===== src/sv/frame_ring_buffer_defines.svh =====
// ----------------------------------------------------------------------------
// frame_ring_buffer_defines
// Assertion macros used by the frame_ring_buffer top module.
// ----------------------------------------------------------------------------
`ifndef FRAME_RING_BUFFER_DEFINES_SVH
`define FRAME_RING_BUFFER_DEFINES_SVH
`ifndef SYNTH
`define FRB_ASSERT_IMPLY(label, clk, rst, ante, cons) \
   label: assert property (@(posedge clk) disable iff (rst) (ante) |-> (cons)) \
      else $error("frame_ring_buffer: same-cycle check failed");
`define FRB_ASSERT_NEXT(label, clk, rst, ante, cons) \
   label: assert property (@(posedge clk) disable iff (rst) (ante) |=> (cons)) \
      else $error("frame_ring_buffer: next-cycle check failed");
`else
`define FRB_ASSERT_IMPLY(label, clk, rst, ante, cons)
`define FRB_ASSERT_NEXT(label, clk, rst, ante, cons)
`endif
`endif


===== src/sv/frb_pkg.sv =====
// ----------------------------------------------------------------------------
// frb_pkg
// Types and constants shared by the frame ring buffer modules.
// ----------------------------------------------------------------------------
package frb_pkg;

   localparam int DATA_W      = 8;
   localparam int LEN_W       = 7;
   localparam int COUNT_REG_W = 4;
   localparam int CSR_W       = 7;

   localparam logic [LEN_W-1:0]       FRAME_SIZE_RESET  = 7'd64;
   localparam logic [COUNT_REG_W-1:0] FRAME_COUNT_RESET = 4'd8;
   localparam logic [LEN_W-1:0]       MIN_FRAME_COUNT   = 7'd2;

   typedef enum logic {
      CSR_FRAME_SIZE  = 1'b0,
      CSR_FRAME_COUNT = 1'b1
   } csr_index_type;

   typedef enum logic {
      REQ_WRITE = 1'b0,
      REQ_READ  = 1'b1
   } req_kind_type;

   typedef enum logic [1:0] {
      STATUS_OK         = 2'd0,
      STATUS_EMPTY      = 2'd1,
      STATUS_BAD_LENGTH = 2'd2
   } status_type;

   typedef enum logic {
      CTRL_IDLE = 1'b0,
      CTRL_READ = 1'b1
   } ctrl_state_type;

   typedef struct packed {
      logic              req_type;
      logic [DATA_W-1:0] data_byte;
      logic [LEN_W-1:0]  read_length;
   } req_payload_type;

   typedef struct packed {
      status_type        status;
      logic [DATA_W-1:0] out_byte;
      logic              last;
   } rsp_payload_type;

   typedef struct packed {
      logic       write_byte;
      logic       read_first;
      logic       read_next;
      logic       advance_read;
      logic       load_out;
      logic       out_data;
      status_type out_status;
      logic       out_last;
   } cmd_type;

   typedef struct packed {
      logic out_free;
      logic req_is_read;
      logic ring_empty;
      logic length_bad;
      logic length_one;
      logic read_last;
   } dp_status_type;

endpackage


===== src/sv/frb_ctrl.sv =====
// ----------------------------------------------------------------------------
// frb_ctrl
// Controller: decodes each request and sequences the bytes of a frame read.
// ----------------------------------------------------------------------------
module frb_ctrl (
   input  logic                  clock,
   input  logic                  reset,
   input  logic                  req_valid,
   output logic                  req_stall,
   input  frb_pkg::dp_status_type dp_status,
   output frb_pkg::cmd_type      cmd
);
   import frb_pkg::*;

   ctrl_state_type state_ff;
   ctrl_state_type state_in;

   always_ff @(posedge clock) begin
      if (reset) begin
         state_ff <= CTRL_IDLE;
      end else begin
         state_ff <= state_in;
      end
   end

   always_comb begin
      state_in       = state_ff;
      req_stall      = 1'b1;
      cmd            = '0;
      cmd.out_status = STATUS_OK;
      case (state_ff)
         CTRL_IDLE: begin
            req_stall = !dp_status.out_free;
            if (req_valid && dp_status.out_free) begin
               cmd.load_out = 1'b1;
               cmd.out_last = 1'b1;
               if (!dp_status.req_is_read) begin
                  cmd.write_byte = 1'b1;
               end else if (dp_status.ring_empty) begin
                  cmd.out_status = STATUS_EMPTY;
               end else if (dp_status.length_bad) begin
                  cmd.out_status = STATUS_BAD_LENGTH;
               end else begin
                  cmd.read_first = 1'b1;
                  cmd.out_data   = 1'b1;
                  cmd.out_last   = dp_status.length_one;
                  if (dp_status.length_one) begin
                     cmd.advance_read = 1'b1;
                  end else begin
                     state_in = CTRL_READ;
                  end
               end
            end
         end
         CTRL_READ: begin
            if (dp_status.out_free) begin
               cmd.read_next = 1'b1;
               cmd.load_out  = 1'b1;
               cmd.out_data  = 1'b1;
               cmd.out_last  = dp_status.read_last;
               if (dp_status.read_last) begin
                  cmd.advance_read = 1'b1;
                  state_in         = CTRL_IDLE;
               end
            end
         end
         default: begin
            state_in = CTRL_IDLE;
         end
      endcase
   end

endmodule


===== config.mk =====
export PLATFORM = sky130hd
export DESIGN_NAME = frb_ctrl
export DESIGN_NICKNAME = d
export VERILOG_FILES = /design/src/sv/frame_ring_buffer_defines.svh /design/src/sv/frb_pkg.sv /design/src/sv/frb_ctrl.sv
export SDC_FILE = /design/constraint.sdc
export NUM_CORES = 1
export LEC_CHECK = 0
export BUFFER_PORTS_ARGS = -buffer_cell sky130_fd_sc_hd__buf_4
export CORE_AREA = 2 2 39 41
export CTS_BUF_LIST = sky130_fd_sc_hd__clkbuf_2
export DETAILED_ROUTE_END_ITERATION = 10
export DIE_AREA = 0 0 41 43
export SLEW_MARGIN = 20
export SYNTH_ARGS = -nofsm -noshare
export SYNTH_HDL_FRONTEND = slang
export SYNTH_SLANG_ARGS = --single-unit
export TNS_END_PERCENT = 20

===== constraint.sdc =====
create_clock -name clock -period 1.55 [get_ports clock]
set_clock_uncertainty 0.05 [all_clocks]
set_input_delay 0.155 -clock clock [delete_from_list [all_inputs] [get_ports clock]]
set_output_delay 0.155 -clock clock [all_outputs]
set_load 0.01 [all_outputs]

### After elaboration in Yosys (flattened, before gate mapping)

Cells that the tools add are included.

* flip-flop bits (word level): 1
* bits in latches: 0
* RAM bits: 0
* ROM bits: 0
* bits of input ports: 9
* output and inout port bits: 10
* word-level logic and storage cells: 36
* memories kept: 0

* add/sub/neg operators: 0
* $mul: 0
* divide/modulo/power cells: 0
* order comparisons: 0
* eq/ne operators: 0
* shifts and indexed selects: 0
* muxes and demuxes: 32
* bitwise logic cells: 1
* reductions and logical operators: 2

Operators by type and width (count)
* 1-bit 2-to-1 mux: 21
* 2-bit 2-to-1 mux: 5
* 4-bit 2-to-1 mux: 2
* 6-bit 2-to-1 mux: 1
* 3-bit case mux with 2 select lines: 1
* 1-bit case mux with 2 select lines: 2
* 1-bit logical AND: 1
* 1-bit logical NOT: 1
* 1-bit NOT: 1

### Longest topological paths before layout

* depth after elaboration: 6
* gate-level depth with buffers: 2
* depth with buffers taken out: 2

### Worst setup path after synthesis

OpenSTA, ideal clock, no wires.

* path kind: flip-flop to output port
* start point: register state_ff
* end point: output port cmd[2] (netlist name)
* arrival time: 978 ps
* required time: 1345 ps
* path slack: 367 ps
* cell stages (with the launch flop): 3
* buffers on the path: 0
* cells stage by stage: dfxtp_1 -> nand3b_4 -> nor4bb_1

RTL lines
* from (decl): line frb_ctrl.sv:15 `ctrl_state_type state_ff;`
* from (signal assigned): line frb_ctrl.sv:22 `state_ff <= state_in;`
* to (decl): line frb_ctrl.sv:11 `output frb_pkg::cmd_type cmd`

==> results_tabular.tex <==
\begin{tabular}{lr}
\hline
Metric & Value \\
\hline
\multicolumn{2}{l}{\textbf{Route}} \\
\quad DR vias/cell & 3.98 \\
\quad Average wire length per cell after detail routing & 8.60 um \\
\quad Iter 0 DRT Violations & 0 \\
\quad Number of routed nets with antenna violations & 0 \\
\quad Total number of vias & 219 \\
\quad Detailed-route wire length & 473 um \\
\quad Drt first pass iters & 1 \\
\quad DRC violations left & 0 \\
\multicolumn{2}{l}{\textbf{Global route}} \\
\quad Aggregate global routing overflow & 0 \\
\quad Global routing usage on met2 & 0.103 \\
\quad Global-route wire length before repair & 717 um \\
\quad Number of antenna violations at the first check in global routing & 0 \\
\quad GRT Overall Usage & 0.0530 \\
\quad Maximum number of pins on one net before global-route repair & 8 \\
\quad Via count of the first global-routing pass & 189 \\
\quad Global-route track usage on met1 & 0.0635 \\
\quad Met3 track demand over resource & 0 \\
\quad Busiest grt layer & met2 \\
\multicolumn{2}{l}{\textbf{Worst hold path}} \\
\quad Path category of the worst min-delay check & in -> reg \\
\multicolumn{2}{l}{\textbf{Finish}} \\
\quad \# diodes & 0 \\
\quad Finished Layout Cells & 55 \\
\quad Layout cell share with drive strength beyond 1 & 0.564 \\
\quad Post-layout net count & 50 \\
\quad Layout overhead on the synthesized area & 84.4\% \\
\quad Reg with most FFs & state\_ff \\
\quad Largest registers ranked by flip-flop count & state\_ff x1 \\
\quad Max FFs per register & 1 \\
\multicolumn{2}{l}{\textbf{Floorplan}} \\
\quad Die Footprint & 1760 um\^{}2 \\
\quad Standard-cell rows & 14 \\
\quad Top-level I/O count & 19 \\
\quad Initial Util & 0.133 \\
\quad Vertical extent of the die & 43 um \\
\quad Std-Cell Core Area & 1380 um\^{}2 \\
\quad Die Wd & 41 um \\
\multicolumn{2}{l}{\textbf{Clock tree}} \\
\quad Number of buffers added to fix hold violations after cts & 0 \\
\quad Clock-pin slew on the worst setup and hold paths & 0 ps \\
\quad Post-CTS setup buffers & 0 \\
\quad Clock insertion delay at the later pin of the skew report & 0 ps \\
\quad Gates resized, CTS repair & 0 \\
\multicolumn{2}{l}{\textbf{Pwr}} \\
\quad Combinational Power Share & 0.687 \\
\quad Largest vdd supply drop & 0.110 mV \\
\quad Cell-internal power & 59.3 uW \\
\quad Relative contribution of the clock network to total power & 0 \\
\quad Sequential cell fraction of total power & 0.313 \\
\quad Power dissipated by switching net loads & 26.7 uW \\
\quad Pwr dens & 254 nW/um\^{}2 \\
\quad Leakage power summed over all cells & 0.000169 uW \\
\quad Switch share & 0.310 \\
\multicolumn{2}{l}{\textbf{Setup path}} \\
\quad Setup crit start kind & input port \\
\quad Critical path peak fanout & 3 \\
\quad Slowest stage cell on the critical path & sky130\_fd\_sc\_hd\_\_or3b\_4 \\
\quad CP required & 1340 ps \\
\quad Family of cells with the greatest summed delay on the critical path & simple AND/OR/NAND/NOR gates \\
\quad Critical path, cell by cell & buf\_4, or3b\_4, o31ai\_4, buf\_4 \\
\quad Buf/Inv on CP & 2 \\
\quad Worst Path Arrival & 1010 ps \\
\quad Longest individual stage delay on the worst path & 420 ps \\
\quad Cell mode on critical path & sky130\_fd\_sc\_hd\_\_buf\_4 \\
\quad CP endpoint kind & primary output \\
\quad Crit Path Category & in -> out \\
\multicolumn{2}{l}{\textbf{Place}} \\
\quad Final RePlAce weighted congestion & 0.581 \\
\quad Number of port buffers & 18 \\
\quad Number of placed instances with taps included & 55 \\
\multicolumn{2}{l}{\textbf{STA}} \\
\quad Max Slew Vio Count & 0 \\
\quad Minimum clock period & 1220 ps \\
\quad Setup Total Neg Slack & 0 ps \\
\quad FMAX & 0.822 GHz \\
\quad Unrepaired setup endpoints after global routing & false \\
\quad Slew at the pin with the worst max-slew slack & 240 ps \\
\quad Part of the cycle the worst path needs & 0.785 \\
\quad Number of hold-slack violations in the final timing report & 0 \\
\quad Max\_slew headroom & 0.840 \\
\quad Setup-violating endpoint count in the final report & 0 \\
\multicolumn{2}{l}{\textbf{Synth}} \\
\quad Sequential share of the synthesized area & 0.109 \\
\quad Syn avg cell area & 8.76 um\^{}2 \\
\quad Cell types with the largest area share after synthesis & sky130\_fd\_sc\_hd\_\_o31ai\_4 12\%, sky130\_fd\_sc\_hd\_\_dfxtp\_1 11\%, sky130\_fd\_sc\_hd\_\_nand3b\_4 11\% \\
\quad Top-area cell type share of the netlist area & 0.116 \\
\quad Number of register bits inferred by synthesis & 1 \\
\quad Synthesized cell area & 184 um\^{}2 \\
\quad Count of distinct cell types in the synthesized netlist & 17 \\
\quad Most numerous cell in the Yosys netlist & sky130\_fd\_sc\_hd\_\_nor2\_1 \\
\quad Syn Inst Count & 21 \\
\quad Count of flip-flops with a built-in enable after synthesis & 0 \\
\quad Dominant cell type by area after synthesis & sky130\_fd\_sc\_hd\_\_o31ai\_4 \\
\quad Commonest cells post-synth & 3 x sky130\_fd\_sc\_hd\_\_nor2\_1, 2 x sky130\_fd\_sc\_hd\_\_inv\_1, 2 x sky130\_fd\_sc\_hd\_\_nand2\_1 \\
\quad Total of warnings raised by yosys & 0 \\
\quad Net count after synthesis & 30 \\
\quad Main flop type after synthesis & sky130\_fd\_sc\_hd\_\_dfxtp\_1 \\
\quad Share of flip-flops with an asynchronous set or reset & 0 \\
\multicolumn{2}{l}{\textbf{Job}} \\
\quad Reported max-cap violation count & 0 \\
\multicolumn{2}{l}{\textbf{Run status}} \\
\quad Run status & completed \\
\hline
\end{tabular}
==> stage by stage <==
stage | utilization | worst slack, ps | total power [uW] | cell area (um^2) | hold slack (ps)
floorplan | - | 367 | 49.9 | 184 | 305
global placement | 0.245 | 346 | 86.2 | 339 | 441
detailed placement | 0.245 | 326 | 87.1 | 339 | 448
CTS | 0.245 | 327 | 87.1 | 339 | 448
global route | 0.245 | 306 | 91.9 | 339 | 465
finish | 0.245 | 334 | 86.0 | 339 | 440
==> worst reg2reg max path: cells and delay by family, from the launching register on <==
family,cells,cell delay (ps)
flip-flops,1,390
AND/OR/NAND/NOR,1,210
AO/OA/AOI/OAI,1,190
==> path summary, 6_finish.rpt <==
path                                           from                  end  slack, ps  depth (start not counted)
worst max-delay path                   dp_status[2]               cmd[5]        330                          4
worst max register to register  state_ff$_SDFF_PP0_  state_ff$_SDFF_PP0_        590                          2
worst min register to register  state_ff$_SDFF_PP0_  state_ff$_SDFF_PP0_        560                          1
worst min-delay path                          reset  state_ff$_SDFF_PP0_        440                          3
==> power by group through the flow <==
stage	Combinational, uW	Clock (uW)	Sequential (uW)
floorplan	23.1	0	26.8
global placement	59.3	0	26.9
detailed placement	60.1	0	26.9
CTS	60.1	0	26.9
global route	64.9	0	27.0
finish	59.1	0	26.9
==> layout make-up <==
class / count / area, um^2
timing repair buffer: 18 / 135
fill: 163 / 1040
inverter: 2 / 7.51
sequential: 1 / 20.0
tap: 16 / 20.0
multi-input combinational: 18 / 156
==> logic make-up (layout without fill, tap and decap cells) <==
family | Yosys count | after routing | share of synthesized area
flip-flops | 1 | 1 | 0.109
AND/OR/NAND/NOR | 13 | 13 | 0.571
AO/OA/AOI/OAI | 5 | 5 | 0.279
buffers and inverters | 2 | 20 | 0.0408
==> routing by layer <==
layer | vias up | share of wire
met5 | - | 0
met4 | 0 | 0
met3 | 0 | 0.059
met2 | 6 | 0.59
met1 | 98 | 0.36
li1 | 115 | -
==> layout by cell type (no fill, tap or decap) <==
cell / Yosys / layout
sky130_fd_sc_hd__nor4b_2: 1 / 1
sky130_fd_sc_hd__nand2b_1: 1 / 1
sky130_fd_sc_hd__o31ai_4: 1 / 1
sky130_fd_sc_hd__o21bai_1: 1 / 1
sky130_fd_sc_hd__nand3_1: 1 / 1
sky130_fd_sc_hd__nor4bb_1: 1 / 1
sky130_fd_sc_hd__or3b_4: 1 / 1
sky130_fd_sc_hd__and4bb_1: 1 / 1
sky130_fd_sc_hd__nor2_1: 3 / 3
sky130_fd_sc_hd__a32o_1: 1 / 1
sky130_fd_sc_hd__and2_1: 1 / 1
sky130_fd_sc_hd__nand3b_4: 1 / 1
sky130_fd_sc_hd__dfxtp_1: 1 / 1
sky130_fd_sc_hd__nand2_1: 2 / 2
sky130_fd_sc_hd__inv_1: 2 / 2
sky130_fd_sc_hd__o21ai_0: 1 / 1
sky130_fd_sc_hd__o21a_1: 1 / 1
sky130_fd_sc_hd__buf_4: 0 / 18
No activity file was read; power rests on OpenSTA's default activity.
